--- src/hdl/tcis_pkg.sv ---
package tcis_pkg;

   // Default sizing of the block
   localparam int LANES_DEF    = 3;
   localparam int ETA_BITS_DEF = 12;
   localparam int PHI_BITS_DEF = 12;
   localparam int SUM_BITS_DEF = 16;

   // Fixed field widths
   localparam int WIN_BITS       = 12;
   localparam int PT_BITS        = 16;
   localparam int LIM_BITS       = 16;
   localparam int CSR_DATA_BITS  = 16;
   localparam int CSR_INDEX_BITS = 2;

   // Depth of the queue between front and back
   localparam int QUEUE_DEPTH = 2;

   // A track must sit strictly farther than this from the muon in both eta and phi
   localparam int DIST_FLOOR = 1;

   typedef enum logic [CSR_INDEX_BITS-1:0] {
      CSR_ETA_WINDOW = 2'd0,
      CSR_PHI_WINDOW = 2'd1,
      CSR_PT_MINIMUM = 2'd2,
      CSR_ISO_LIMIT  = 2'd3
   } csr_index_type;

   typedef struct packed {
      logic [WIN_BITS-1:0] eta_window;
      logic [WIN_BITS-1:0] phi_window;
      logic [PT_BITS-1:0]  pt_minimum;
      logic [LIM_BITS-1:0] iso_limit;
   } cfg_type;

endpackage

--- src/hdl/tcis_ifs.sv ---
interface tcis_req_if import tcis_pkg::*; #(
   parameter int LANES    = LANES_DEF,
   parameter int ETA_BITS = ETA_BITS_DEF,
   parameter int PHI_BITS = PHI_BITS_DEF
);
   logic                      valid;
   logic                      ready;
   logic [ETA_BITS-1:0]       muon_eta;
   logic [PHI_BITS-1:0]       muon_phi;
   logic [LANES*ETA_BITS-1:0] lane_eta;
   logic [LANES*PHI_BITS-1:0] lane_phi;
   logic [LANES*PT_BITS-1:0]  lane_pt;
   logic                      final_group;

   modport source (output valid, muon_eta, muon_phi, lane_eta, lane_phi, lane_pt,
                   final_group, input ready);
   modport sink   (input valid, muon_eta, muon_phi, lane_eta, lane_phi, lane_pt,
                   final_group, output ready);
endinterface

interface tcis_rsp_if;
   logic valid;
   logic ready;
   logic isolated;

   modport source (output valid, isolated, input ready);
   modport sink   (input valid, isolated, output ready);
endinterface

--- src/hdl/tcis_front.sv ---
module tcis_front import tcis_pkg::*; #(
   parameter int LANES    = LANES_DEF,
   parameter int ETA_BITS = ETA_BITS_DEF,
   parameter int PHI_BITS = PHI_BITS_DEF,
   parameter int TOT_BITS = PT_BITS + $clog2(LANES_DEF)
) (
   input  logic              clock,
   input  logic              reset,
   input  cfg_type           cfg,
   tcis_req_if.sink          req,
   output logic              push_valid,
   input  logic              push_ready,
   output logic [TOT_BITS:0] push_data
);

   localparam int ECMP = (ETA_BITS > WIN_BITS) ? ETA_BITS : WIN_BITS;
   localparam int PCMP = (PHI_BITS > WIN_BITS) ? PHI_BITS : WIN_BITS;

   logic                           s1_valid_ff;
   logic                           s1_final_ff;
   logic [LANES-1:0][PT_BITS-1:0]  s1_pt_ff;
   logic [LANES-1:0][PT_BITS-1:0]  qual_pt;
   logic [TOT_BITS-1:0]            total;
   logic                           accept;

   assign req.ready = !s1_valid_ff || push_ready;
   assign accept    = req.valid && req.ready;

   // Per-lane cone test: wrapped difference, magnitude, window and momentum cuts
   always_comb begin
      logic [ETA_BITS-1:0] deta_raw;
      logic [ETA_BITS-1:0] deta;
      logic [PHI_BITS-1:0] dphi_raw;
      logic [PHI_BITS-1:0] dphi;
      logic [PT_BITS-1:0]  pt;
      logic                eta_ok;
      logic                phi_ok;
      for (int k = 0; k < LANES; k++) begin
         deta_raw = req.lane_eta[k*ETA_BITS +: ETA_BITS] - req.muon_eta;
         dphi_raw = req.lane_phi[k*PHI_BITS +: PHI_BITS] - req.muon_phi;
         deta     = deta_raw[ETA_BITS-1] ? (ETA_BITS'(0) - deta_raw) : deta_raw;
         dphi     = dphi_raw[PHI_BITS-1] ? (PHI_BITS'(0) - dphi_raw) : dphi_raw;
         pt       = req.lane_pt[k*PT_BITS +: PT_BITS];
         eta_ok   = (ECMP'(deta) < ECMP'(cfg.eta_window)) && (deta > ETA_BITS'(DIST_FLOOR));
         phi_ok   = (PCMP'(dphi) < PCMP'(cfg.phi_window)) && (dphi > PHI_BITS'(DIST_FLOOR));
         qual_pt[k] = (eta_ok && phi_ok && (pt > cfg.pt_minimum)) ? pt : '0;
      end
   end

   always_ff @(posedge clock) begin
      if (reset) begin
         s1_valid_ff <= 1'b0;
      end else if (req.ready) begin
         s1_valid_ff <= req.valid;
      end
   end

   always_ff @(posedge clock) begin
      if (accept) begin
         s1_pt_ff    <= qual_pt;
         s1_final_ff <= req.final_group;
      end
   end

   // Lane total of the counted momenta
   always_comb begin
      total = '0;
      for (int k = 0; k < LANES; k++) begin
         total = total + TOT_BITS'(s1_pt_ff[k]);
      end
   end

   assign push_valid = s1_valid_ff;
   assign push_data  = {s1_final_ff, total};

endmodule

--- src/hdl/tcis_queue.sv ---
module tcis_queue import tcis_pkg::*; #(
   parameter int WIDTH = PT_BITS + 1,
   parameter int DEPTH = QUEUE_DEPTH
) (
   input  logic             clock,
   input  logic             reset,
   input  logic             push_valid,
   output logic             push_ready,
   input  logic [WIDTH-1:0] push_data,
   output logic             pop_valid,
   input  logic             pop_ready,
   output logic [WIDTH-1:0] pop_data
);

   localparam int PTR_BITS = (DEPTH > 1) ? $clog2(DEPTH) : 1;
   localparam int CNT_BITS = $clog2(DEPTH + 1);

   logic [WIDTH-1:0]    mem_ff [DEPTH];
   logic [PTR_BITS-1:0] wr_ptr_ff;
   logic [PTR_BITS-1:0] rd_ptr_ff;
   logic [CNT_BITS-1:0] count_ff;
   logic                push;
   logic                pop;

   assign push_ready = (count_ff != CNT_BITS'(DEPTH));
   assign pop_valid  = (count_ff != '0);
   assign pop_data   = mem_ff[rd_ptr_ff];
   assign push       = push_valid && push_ready;
   assign pop        = pop_valid && pop_ready;

   always_ff @(posedge clock) begin
      if (reset) begin
         wr_ptr_ff <= '0;
         rd_ptr_ff <= '0;
         count_ff  <= '0;
      end else begin
         if (push) begin
            wr_ptr_ff <= (wr_ptr_ff == PTR_BITS'(DEPTH - 1)) ? '0 : wr_ptr_ff + 1'b1;
         end
         if (pop) begin
            rd_ptr_ff <= (rd_ptr_ff == PTR_BITS'(DEPTH - 1)) ? '0 : rd_ptr_ff + 1'b1;
         end
         if (push && !pop) begin
            count_ff <= count_ff + 1'b1;
         end else if (pop && !push) begin
            count_ff <= count_ff - 1'b1;
         end
      end
   end

   always_ff @(posedge clock) begin
      if (push) begin
         mem_ff[wr_ptr_ff] <= push_data;
      end
   end

endmodule

--- src/hdl/tcis_back.sv ---
module tcis_back import tcis_pkg::*; #(
   parameter int SUM_BITS = SUM_BITS_DEF,
   parameter int TOT_BITS = PT_BITS + $clog2(LANES_DEF)
) (
   input  logic              clock,
   input  logic              reset,
   input  cfg_type           cfg,
   input  logic              pop_valid,
   output logic              pop_ready,
   input  logic [TOT_BITS:0] pop_data,
   tcis_rsp_if.source        rsp
);

   localparam int ADD_BITS = ((SUM_BITS > TOT_BITS) ? SUM_BITS : TOT_BITS) + 1;
   localparam int LCMP     = (SUM_BITS > LIM_BITS) ? SUM_BITS : LIM_BITS;
   localparam logic [SUM_BITS-1:0] SUM_MAX = '1;

   logic [SUM_BITS-1:0] acc_ff;
   logic                rsp_valid_ff;
   logic                iso_ff;
   logic                entry_final;
   logic [TOT_BITS-1:0] entry_total;
   logic [ADD_BITS-1:0] sum_wide;
   logic [SUM_BITS-1:0] sum_sat;
   logic                below;
   logic                out_free;
   logic                pop;

   assign entry_final = pop_data[TOT_BITS];
   assign entry_total = pop_data[TOT_BITS-1:0];

   // Saturating accumulate, then the isolation compare
   assign sum_wide = ADD_BITS'(acc_ff) + ADD_BITS'(entry_total);
   assign sum_sat  = (sum_wide > ADD_BITS'(SUM_MAX)) ? SUM_MAX : sum_wide[SUM_BITS-1:0];
   assign below    = LCMP'(sum_sat) < LCMP'(cfg.iso_limit);

   assign out_free  = !rsp_valid_ff || rsp.ready;
   assign pop_ready = !entry_final || out_free;
   assign pop       = pop_valid && pop_ready;

   always_ff @(posedge clock) begin
      if (reset) begin
         acc_ff       <= '0;
         rsp_valid_ff <= 1'b0;
      end else begin
         if (pop) begin
            acc_ff <= entry_final ? '0 : sum_sat;
         end
         if (pop && entry_final) begin
            rsp_valid_ff <= 1'b1;
         end else if (rsp.ready) begin
            rsp_valid_ff <= 1'b0;
         end
      end
   end

   always_ff @(posedge clock) begin
      if (pop && entry_final) begin
         iso_ff <= below;
      end
   end

   assign rsp.valid    = rsp_valid_ff;
   assign rsp.isolated = iso_ff;

endmodule

--- src/hdl/track_cone_isolation_sum.sv ---
// Channel    Direction  Moves per transaction
// req_chan   in         muon eta/phi, LANES tracks (eta, phi, pt), final_group
// rsp_chan   out        isolated, one per item with final_group set
// csr_*      in         write of one of four config registers, no read-back
//
// Takes one item per clock while req_chan ready is high; the front test stage and the
// accumulator each handle one transaction per cycle unless a downstream stall holds them.
// A result reaches rsp_chan through the front stage register, the queue and the output register.
// Reset clears the cone sum, the pipeline, the queue and all config registers.
// A stall on rsp_chan fills the two-entry queue, then holds req_chan ready low.
module track_cone_isolation_sum import tcis_pkg::*; #(
   parameter int LANES    = LANES_DEF,
   parameter int ETA_BITS = ETA_BITS_DEF,
   parameter int PHI_BITS = PHI_BITS_DEF,
   parameter int SUM_BITS = SUM_BITS_DEF
) (
   input  logic                      clock,
   input  logic                      reset,
   input  logic                      csr_wr_en,
   input  logic [CSR_INDEX_BITS-1:0] csr_index,
   input  logic [CSR_DATA_BITS-1:0]  csr_wdata,
   tcis_req_if.sink                  req_chan,
   tcis_rsp_if.source                rsp_chan
);

   // Lane total needs room for LANES full-scale momenta
   localparam int TOT_BITS = PT_BITS + $clog2(LANES);
   localparam int Q_WIDTH  = TOT_BITS + 1;

   cfg_type cfg_ff;
   cfg_type cfg_in;

   logic               push_valid;
   logic               push_ready;
   logic [Q_WIDTH-1:0] push_data;
   logic               pop_valid;
   logic               pop_ready;
   logic [Q_WIDTH-1:0] pop_data;

   // Register file: decode the index, keep the low bits of the write data
   always_comb begin
      cfg_in = cfg_ff;
      if (csr_wr_en) begin
         unique case (csr_index_type'(csr_index))
            CSR_ETA_WINDOW: cfg_in.eta_window = csr_wdata[WIN_BITS-1:0];
            CSR_PHI_WINDOW: cfg_in.phi_window = csr_wdata[WIN_BITS-1:0];
            CSR_PT_MINIMUM: cfg_in.pt_minimum = csr_wdata[PT_BITS-1:0];
            CSR_ISO_LIMIT:  cfg_in.iso_limit  = csr_wdata[LIM_BITS-1:0];
            default:        cfg_in = cfg_ff;
         endcase
      end
   end

   always_ff @(posedge clock) begin
      if (reset) begin
         cfg_ff <= '0;
      end else begin
         cfg_ff <= cfg_in;
      end
   end

   // Front: accept a transaction, test every track against the cone, total the lanes
   tcis_front #(
      .LANES    (LANES),
      .ETA_BITS (ETA_BITS),
      .PHI_BITS (PHI_BITS),
      .TOT_BITS (TOT_BITS)
   ) u_front (
      .clock      (clock),
      .reset      (reset),
      .cfg        (cfg_ff),
      .req        (req_chan),
      .push_valid (push_valid),
      .push_ready (push_ready),
      .push_data  (push_data)
   );

   // Queue: decouple the front from output stalls
   tcis_queue #(
      .WIDTH (Q_WIDTH),
      .DEPTH (QUEUE_DEPTH)
   ) u_queue (
      .clock      (clock),
      .reset      (reset),
      .push_valid (push_valid),
      .push_ready (push_ready),
      .push_data  (push_data),
      .pop_valid  (pop_valid),
      .pop_ready  (pop_ready),
      .pop_data   (pop_data)
   );

   // Back: accumulate, flag on the final group, hold the result until taken
   tcis_back #(
      .SUM_BITS (SUM_BITS),
      .TOT_BITS (TOT_BITS)
   ) u_back (
      .clock     (clock),
      .reset     (reset),
      .cfg       (cfg_ff),
      .pop_valid (pop_valid),
      .pop_ready (pop_ready),
      .pop_data  (pop_data),
      .rsp       (rsp_chan)
   );

endmodule

--- src/flat_wrapper.sv ---
// flat-port wrapper written by rule: the top's interface ports become plain ports
module track_cone_isolation_sum_flat import tcis_pkg::*;
#(
   parameter int LANES    = LANES_DEF,
   parameter int ETA_BITS = ETA_BITS_DEF,
   parameter int PHI_BITS = PHI_BITS_DEF,
   parameter int SUM_BITS = SUM_BITS_DEF
)
  (clock, reset, csr_wr_en, csr_index, csr_wdata, req_chan_valid, req_chan_muon_eta, req_chan_muon_phi, req_chan_lane_eta, req_chan_lane_phi, req_chan_lane_pt, req_chan_final_group, req_chan_ready, rsp_chan_valid, rsp_chan_isolated, rsp_chan_ready);
  tcis_req_if #(.LANES(LANES), .ETA_BITS(ETA_BITS), .PHI_BITS(PHI_BITS)) req_chan_i ();
  tcis_rsp_if rsp_chan_i ();
  input  logic clock;
  input  logic reset;
  input  logic csr_wr_en;
  input  logic [CSR_INDEX_BITS-1:0] csr_index;
  input  logic [CSR_DATA_BITS-1:0] csr_wdata;
  input wire logic [$bits(req_chan_i.valid)-1:0] req_chan_valid;
  input wire logic [$bits(req_chan_i.muon_eta)-1:0] req_chan_muon_eta;
  input wire logic [$bits(req_chan_i.muon_phi)-1:0] req_chan_muon_phi;
  input wire logic [$bits(req_chan_i.lane_eta)-1:0] req_chan_lane_eta;
  input wire logic [$bits(req_chan_i.lane_phi)-1:0] req_chan_lane_phi;
  input wire logic [$bits(req_chan_i.lane_pt)-1:0] req_chan_lane_pt;
  input wire logic [$bits(req_chan_i.final_group)-1:0] req_chan_final_group;
  output wire logic [$bits(req_chan_i.ready)-1:0] req_chan_ready;
  output wire logic [$bits(rsp_chan_i.valid)-1:0] rsp_chan_valid;
  output wire logic [$bits(rsp_chan_i.isolated)-1:0] rsp_chan_isolated;
  input wire logic [$bits(rsp_chan_i.ready)-1:0] rsp_chan_ready;
  assign req_chan_i.valid = req_chan_valid;
  assign req_chan_i.muon_eta = req_chan_muon_eta;
  assign req_chan_i.muon_phi = req_chan_muon_phi;
  assign req_chan_i.lane_eta = req_chan_lane_eta;
  assign req_chan_i.lane_phi = req_chan_lane_phi;
  assign req_chan_i.lane_pt = req_chan_lane_pt;
  assign req_chan_i.final_group = req_chan_final_group;
  assign req_chan_ready = req_chan_i.ready;
  assign rsp_chan_valid = rsp_chan_i.valid;
  assign rsp_chan_isolated = rsp_chan_i.isolated;
  assign rsp_chan_i.ready = rsp_chan_ready;
  track_cone_isolation_sum #(.LANES(LANES), .ETA_BITS(ETA_BITS), .PHI_BITS(PHI_BITS), .SUM_BITS(SUM_BITS)) u_core (.clock(clock), .reset(reset), .csr_wr_en(csr_wr_en), .csr_index(csr_index), .csr_wdata(csr_wdata), .req_chan(req_chan_i), .rsp_chan(rsp_chan_i));
endmodule
--- config.mk ---
export PLATFORM = sky130hd
export DESIGN_NAME = track_cone_isolation_sum_flat
export DESIGN_NICKNAME = d
export VERILOG_FILES = /design/src/hdl/tcis_pkg.sv /design/src/hdl/tcis_ifs.sv /design/src/hdl/tcis_front.sv /design/src/hdl/tcis_queue.sv /design/src/hdl/tcis_back.sv /design/src/hdl/track_cone_isolation_sum.sv /design/src/flat_wrapper.sv
export SDC_FILE = /design/constraint.sdc
export NUM_CORES = 1
export LEC_CHECK = 0
export ABC_CLOCK_PERIOD_IN_PS = 6660
export BUFFER_PORTS_ARGS = -buffer_cell sky130_fd_sc_hd__buf_2
export CORE_MARGIN = 10
export CORE_UTILIZATION = 46
export DETAILED_ROUTE_END_ITERATION = 10
export PLACE_DENSITY = 0.76
export SLEW_MARGIN = 20
export SYNTH_ARGS = -nofsm -noshare
export SYNTH_HDL_FRONTEND = slang
export SYNTH_HIERARCHICAL = 1
export SYNTH_SLANG_ARGS = --single-unit
--- constraint.sdc ---
create_clock -name clock -period 6.66 [get_ports clock]
set_input_delay 1.332 -clock clock [delete_from_list [all_inputs] [get_ports clock]]
set_output_delay 1.332 -clock clock [all_outputs]
set_load 0.005 [all_outputs]
## Word-level counts from Yosys, hierarchy flattened

Memory sizes are Yosys's and may differ from the RTL's. A register that Yosys moved wholly into a read port is not among the register bits.
Cells that the tools add are included.

- Bits in registers: 128
- Memory bits (writable): 38
- Word-level logic and storage cells: 108
- Memories kept: 1

Memories:

| memory | depth | width | rd ports | clocked after Yosys merged registers in | wr ports | line | RTL |
|---|---|---|---|---|---|---|---|
| u_core.u_queue.mem_ff | 2 | 19 | 1 | 1 | 1 | tcis_queue.sv:18 | `logic [WIDTH-1:0] mem_ff [DEPTH];` |

- Add/sub/neg operators: 19
- Order comparisons: 17
- Equal/unequal tests: 4
- Mux-type cells: 18
- Reduce and logical (&&, ||, !) cells: 34

Operator list:

| cell | count |
|---|---|
| $gt 12x1->1 const B | 6 |
| $lt 12x12->1 | 6 |
| $mux 12 | 6 |
| $sub 1x12->12 const A | 6 |
| $sub 12x12->12 | 6 |
| $gt 16x16->1 | 3 |
| $mux 16 | 2 |
| $add 16x18->19 | 1 |
| $gt 19x16->1 const B | 1 |
| $add 17x16->18 | 1 |
| $logic_and 1x1->1 | 18 |
| $add 16x16->17 | 1 |
| $lt 16x16->1 | 1 |
| $mux 1 | 8 |
| $reduce_and 2->1 | 4 |
| $reduce_bool 2->1 | 3 |
| $logic_not 1->1 | 5 |
| $eq 2x2->1 const B | 2 |
| $mux 2 | 2 |
| $logic_or 1x1->1 | 3 |
| $add 1x1->1 const B | 2 |
| $add 2x1->2 const B | 1 |
| $eq 2x1->1 const B | 1 |
| $logic_not 2->1 | 1 |
| other kinds (2) | 2 |

## Longest topological paths before layout

- Depth after elaboration: 7
- Gate-level depth with buffers: 23
- Gate-level depth less buffers: 21

## Cells and area by module

The synthesis kept the hierarchy.

By module, submodules not included:

| module | times used | cells an instance | area each (um2) | sequential area each (um2) |
|---|---|---|---|---|
| tcis_front | 1 | 1391 | 11444.7 | 1491.4 |
| track_cone_isolation_sum | 1 | 204 | 2259.7 | 1121.1 |
| tcis_back | 1 | 234 | 1933.1 | 370.4 |
| tcis_queue | 1 | 83 | 1590.3 | 1241.2 |

## Least setup slack after synthesis

OpenSTA, ideal clock, no wires.

- Kind: in2reg
- Start: input req_chan_muon_phi[1]
- End: register u_core/u_front/s1_pt_ff[33] in the netlist's numbering (data pin)
- Setup time: 131 ps
- Arrival time: 5363 ps
- Path slack: 1166 ps
- Stages: 21
- Buffers on the path: 2
- Cell sequence: inv_1 -> ha_1 -> nor2b_1 -> o2111a_1 -> o31ai_1 -> a41oi_1 -> nand2_1 -> clkbuf_1 -> mux2_2 -> ha_1 -> a21boi_0 -> o21a_1 -> o21a_1 -> o21a_1 -> o21ai_0 -> a21oi_1 -> o2111ai_1 -> nand4_1 -> nor3_2 -> clkbuf_1 -> and2_1

- Cells in the longest elaborated chain, start to end: 7
- Elaborated cells between the ends (all ways): 8
- Classes of those cells: 2 x add/sub; 2 x order compare; 1 x mux; 3 x reduce/logical

Ends and longest elaborated chain:

| what | line | RTL |
|---|---|---|
| start, declared | flat_wrapper.sv:19 | `input wire logic [$bits(req_chan_i.muon_phi)-1:0] req_chan_muon_phi;` |
| $sub 12x12->12 * | tcis_front.sv:40 | `dphi_raw = req.lane_phi[k*PHI_BITS +: PHI_BITS] - req.muon_phi;` |
| $sub 1x12->12 | tcis_front.sv:42 | `dphi = dphi_raw[PHI_BITS-1] ? (PHI_BITS'(0) - dphi_raw) : dphi_raw;` |
| $mux 12 * | tcis_front.sv:42 |  |
| $lt 12x12->1 / $gt 12x1->1 (equally long branches) | tcis_front.sv:45 | `phi_ok = (PCMP'(dphi) < PCMP'(cfg.phi_window)) && (dphi > PHI_BITS'(DIST_FLOOR));` |
| $logic_and 1x1->1 * | tcis_front.sv:45 |  |
| $logic_and 1x1->1 * (2 in series) | tcis_front.sv:46 | `qual_pt[k] = (eta_ok && phi_ok && (pt > cfg.pt_minimum)) ? pt : '0;` |
| end signal, assigned | tcis_front.sv:60 | `s1_pt_ff <= qual_pt;` |
| end, declared | tcis_front.sv:21 | `logic [LANES-1:0][PT_BITS-1:0] s1_pt_ff;` |

Mark *: on every way between the ends. The rest lies on a longest branch, timed or not.
A chain may end at the register's enable or synchronous reset.

## Final worst setup path

- Start: input req_chan_muon_eta[1]
- End: register u_core/u_front/s1_pt_ff[10] in the netlist's numbering (data pin)

- Cells in the longest elaborated chain, start to end: 7
- Elaborated cells between the ends (all ways): 8
- Classes of those cells: 2 x add/sub; 2 x order compare; 1 x mux; 3 x reduce/logical

Ends and longest elaborated chain:

| what | line | RTL |
|---|---|---|
| start, declared | flat_wrapper.sv:18 | `input wire logic [$bits(req_chan_i.muon_eta)-1:0] req_chan_muon_eta;` |
| $sub 12x12->12 * | tcis_front.sv:39 | `deta_raw = req.lane_eta[k*ETA_BITS +: ETA_BITS] - req.muon_eta;` |
| $sub 1x12->12 | tcis_front.sv:41 | `deta = deta_raw[ETA_BITS-1] ? (ETA_BITS'(0) - deta_raw) : deta_raw;` |
| $mux 12 * | tcis_front.sv:41 |  |
| $lt 12x12->1 / $gt 12x1->1 (equally long branches) | tcis_front.sv:44 | `eta_ok = (ECMP'(deta) < ECMP'(cfg.eta_window)) && (deta > ETA_BITS'(DIST_FLOOR));` |
| $logic_and 1x1->1 * | tcis_front.sv:44 |  |
| $logic_and 1x1->1 * (2 in series) | tcis_front.sv:46 |  |

Marked as above.

==> results.py <==
metrics = {
    "drt": {
        "firstDrtPassIters": 5,
        "drt-met1-wl_mm": 20.6,
        "viasPerCell": 5.77,
        "drcViolationCount": 0,
        "postRouteWirelength_mm": 47.6,
        "avgRoutedWirePerCell_um": 18.7,
        "wl_met3_mm": 2.07,
        "dr_total_vias": 14700,
        "detail_route.iter0.violations": 1018,
        "met2WireLength_mm": 23.7,
        "top_layer": "met5",
        "ant_nets": 0,
    },
    "sta": {
        "period_share_pct": 89.0,
        "tightest_slew_ps": 939,
        "relSlewSlack_pct": 37.4,
        "slew_violations": 0,
        "fin_ws_ps": 730,
        "hold_viol": 0,
        "rsz0062_at_grt": "false",
        "timing.setup.tns_ps": 0,
        "period_needed_ps": 5930,
        "clock.fmax_ghz": 0.169,
        "clock_skew_ps": 13.7,
        "setup_viol": 0,
    },
    "placed_design": {
        "placedCellCount": 2516,
        "dp_slack_ps": 380,
        "port_buffers": 170,
        "dpl_cell_area_sq_um": 18500,
        "gp_congestion": 0.936,
        "hpwl_mm": 39.7,
    },
    "floorplan": {
        "core_area_sq_um": 36800,
        "die_area_sq_um": 45600,
        "rows": 70,
        "ios": 171,
        "initial_core_util_pct": 46.8,
        "die_w_um": 214,
        "dieHeight_um": 214,
    },
    "status": {
        "status": "finished, final reports clean",
    },
    "final_layout": {
        "multi_input_area_sq_um": 12300,
        "regArea_sq_um": 4220,
        "final_cell_area_sq_um": 19100,
        "nets": 2492,
        "drive_gt1_share_pct": 14.9,
        "area_growth_pct": 10.9,
        "fillers": 3381,
        "final_cells": 2551,
    },
    "clock_network": {
        "cts_setup_buffers": 0,
        "cts_hold_buf": 0,
        "h-tree-depth": 4,
        "cts.repair.resized": 0,
        "cts_buffer_depth": 2,
        "cts.clk_slew.worst_paths_ps": 70,
        "cts_buffers": 17,
        "cts_root_buf": "clkbuf_16",
        "tritoncts": "done",
        "cts_sinks": 167,
        "insertion_delay_ps": 440,
    },
    "synth": {
        "synth_top_family_by_area": "simple AND/OR/NAND/NOR gates",
        "synth-simple-area-share_pct": 20.6,
        "synthAdderAreaFrac_pct": 19.7,
        "synth_area_leaders": "ha_1 (17%), edfxtp_1 (15%), dfxtp_1 (9.2%)",
        "syn_area_per_cell_sq_um": 9.01,
        "yosysMostFrequentCell": "ha_1",
        "synth_top_flop_cell": "edfxtp_1",
        "synth_compound_area_share_pct": 19.0,
        "synth.largest_area_cell": "ha_1",
        "synth_cell_type_count": 111,
        "yosysSeqAreaShare_pct": 24.5,
        "synth.area.mux_share_pct": 5.22,
        "synth-edff-count": 88,
        "synth_top_area_share_pct": 16.9,
        "synth-async-reset-ratio_pct": 0,
        "netlist_area_sq_um": 17200,
        "ys_warn_count": 6,
        "synth_common_cells": "ha_1 (233), nor2_1 (140), inv_1 (135)",
        "syn_inst": 1912,
        "syn_nets": 2337,
        "synth_seq_cells": 167,
        "yosys.area_share.xor_xnor_pct": 6.81,
    },
    "critical_path": {
        "path_cells": "buf_2 > inv_1 > ha_1 > nor2b_1 > o21ai_0 > nor3b_1 > nor2_1 > or3_1 > or2_0 > o41ai_1 > xor2_1 > inv_1 > ha_1 > nor2b_1 > o21ai_0 > o211ai_1 > a21oi_1 > nand4b_1 > a311oi_2 > buf_4 > and2_1",
        "timing.critical_path.buf_inv": 4,
        "crit_slowest_cell": "or3_1",
        "r2r_slack_ps": 1410,
        "crit_type": "in -> reg",
        "crit_fanout": 16,
        "arrival_ps": 6230,
        "startpoint_type": "primary input",
        "cpPeakStageDelay_ps": 470,
        "r2r_cells": 19,
        "worstPathRequired_ps": 6960,
        "r2r_end": "u_core/u_back/rsp.isolated",
        "cp-end-kind": "flop",
        "crit_family": "simple AND/OR/NAND/NOR gates",
    },
    "grt": {
        "grt_pass1_wl_mm": 75.2,
        "antenna_found_initial": 4,
        "overflow": 0,
        "grt_max_degree": 83,
        "grt_usage_pct": 20.5,
        "grt_pass1_vias": 14700,
    },
    "job": {
        "max_cap_viol_count": 0,
    },
    "hold_path": {
        "hold_path_class": "reg -> reg",
        "min_path_cells": 0,
        "hold_path_startpoint": "u_core/u_front/s1_final_ff",
        "min_to": "u_core/u_queue/mem_ff[1][18]",
    },
    "pwr": {
        "p_per_area_nw_per_um2": 286,
        "vdd_drop_max_v": 0.000172,
        "power.total_mw": 5.46,
        "p_leak_nw": 8.10,
    },
}
[power breakdown]
part | internal, mW | total [mW] | switching (mW) | leakage [nW]
Sequential | 1.32 | 1.42 | 0.0972 | 1.51
Combinational | 1.28 | 3.08 | 1.79 | 6.31
Clock | 0.515 | 0.961 | 0.446 | 0.285
[per-stage QoR]
step,hold WS [ps],util (%)
6_report,472,51.9
5_1_grt,476,51.9
4_1_cts,470,51.9
3_5_place_dp,437,50.3
3_3_place_gp,448,50.3
2_1_floorplan,430,-
[layout by cell type, fill, tap and decap left out, types with 79 or more instances in the layout]
master	n
inv_1	135
edfxtp_1	88
nand2b_1	93
o21ai_0	85
xnor2_1	80
nand2_1	101
ha_1	233
buf_2	169
nor2_1	140
a21oi_1	83
dfxtp_1	79
[cell type report]
class | instances | area share, %
repair buffers | 177 | 4.74
flip-flops and latches | 167 | 22.1
diodes | 3 | 0.0393
inverters | 135 | 2.65
multi-input cells | 1569 | 64.4
clock buffers | 18 | 2.36
well taps | 468 | 3.07
clock inverters | 14 | 0.668
[sequential cells by signal, indices dropped and copies added (netlist names), 2 cells and up, named ones only]
register	count
u_core/u_queue/count_ff	2
u_core/u_back/acc_ff	16
u_core/u_queue/mem_ff	38
u_core/cfg_ff	56
u_core/u_front/s1_pt_ff	48
[kinds of logic (layout without fill, tap and decap cells)]
| kind of cell | Yosys count | count (layout) |
|---|---|---|
| adder cells (fa/ha/maj) | 257 | 257 |
| AO/OA/AOI/OAI | 446 | 446 |
| buffers and inverters | 176 | 344 |
| multiplexers | 87 | 87 |
| XOR/XNOR | 133 | 133 |
| AND/OR/NAND/NOR | 646 | 646 |
| flip-flops | 167 | 167 |
| other | 0 | 3 |
[worst max-delay path by stage]
stage | start | end | slack, ps | cells after the start
2_1_floorplan | req_chan_muon_phi[1] | u_core/u_front/s1_pt_ff[33] | 1170 | 21
3_3_place_gp | req_chan_muon_eta[1] | u_core/u_front/s1_pt_ff[11] | 530 | 21
3_5_place_dp | req_chan_muon_eta[1] | u_core/u_front/s1_pt_ff[10] | 380 | 21
4_1_cts | req_chan_muon_eta[1] | u_core/u_front/s1_pt_ff[10] | 820 | 21
5_1_grt | req_chan_lane_phi[24] | u_core/u_front/s1_pt_ff[45] | 430 | 18
6_report | req_chan_muon_eta[1] | u_core/u_front/s1_pt_ff[10] | 730 | 21
[routing by layer]
layer | track usage (%) | up-vias
li1 | - | 7307
met1 | 25.5 | 6933
met2 | 36.1 | 401
met3 | 2.41 | 75
met4 | 7.11 | 2
met5 | 0 | -
No activity file was read; power rests on OpenSTA's default activity.
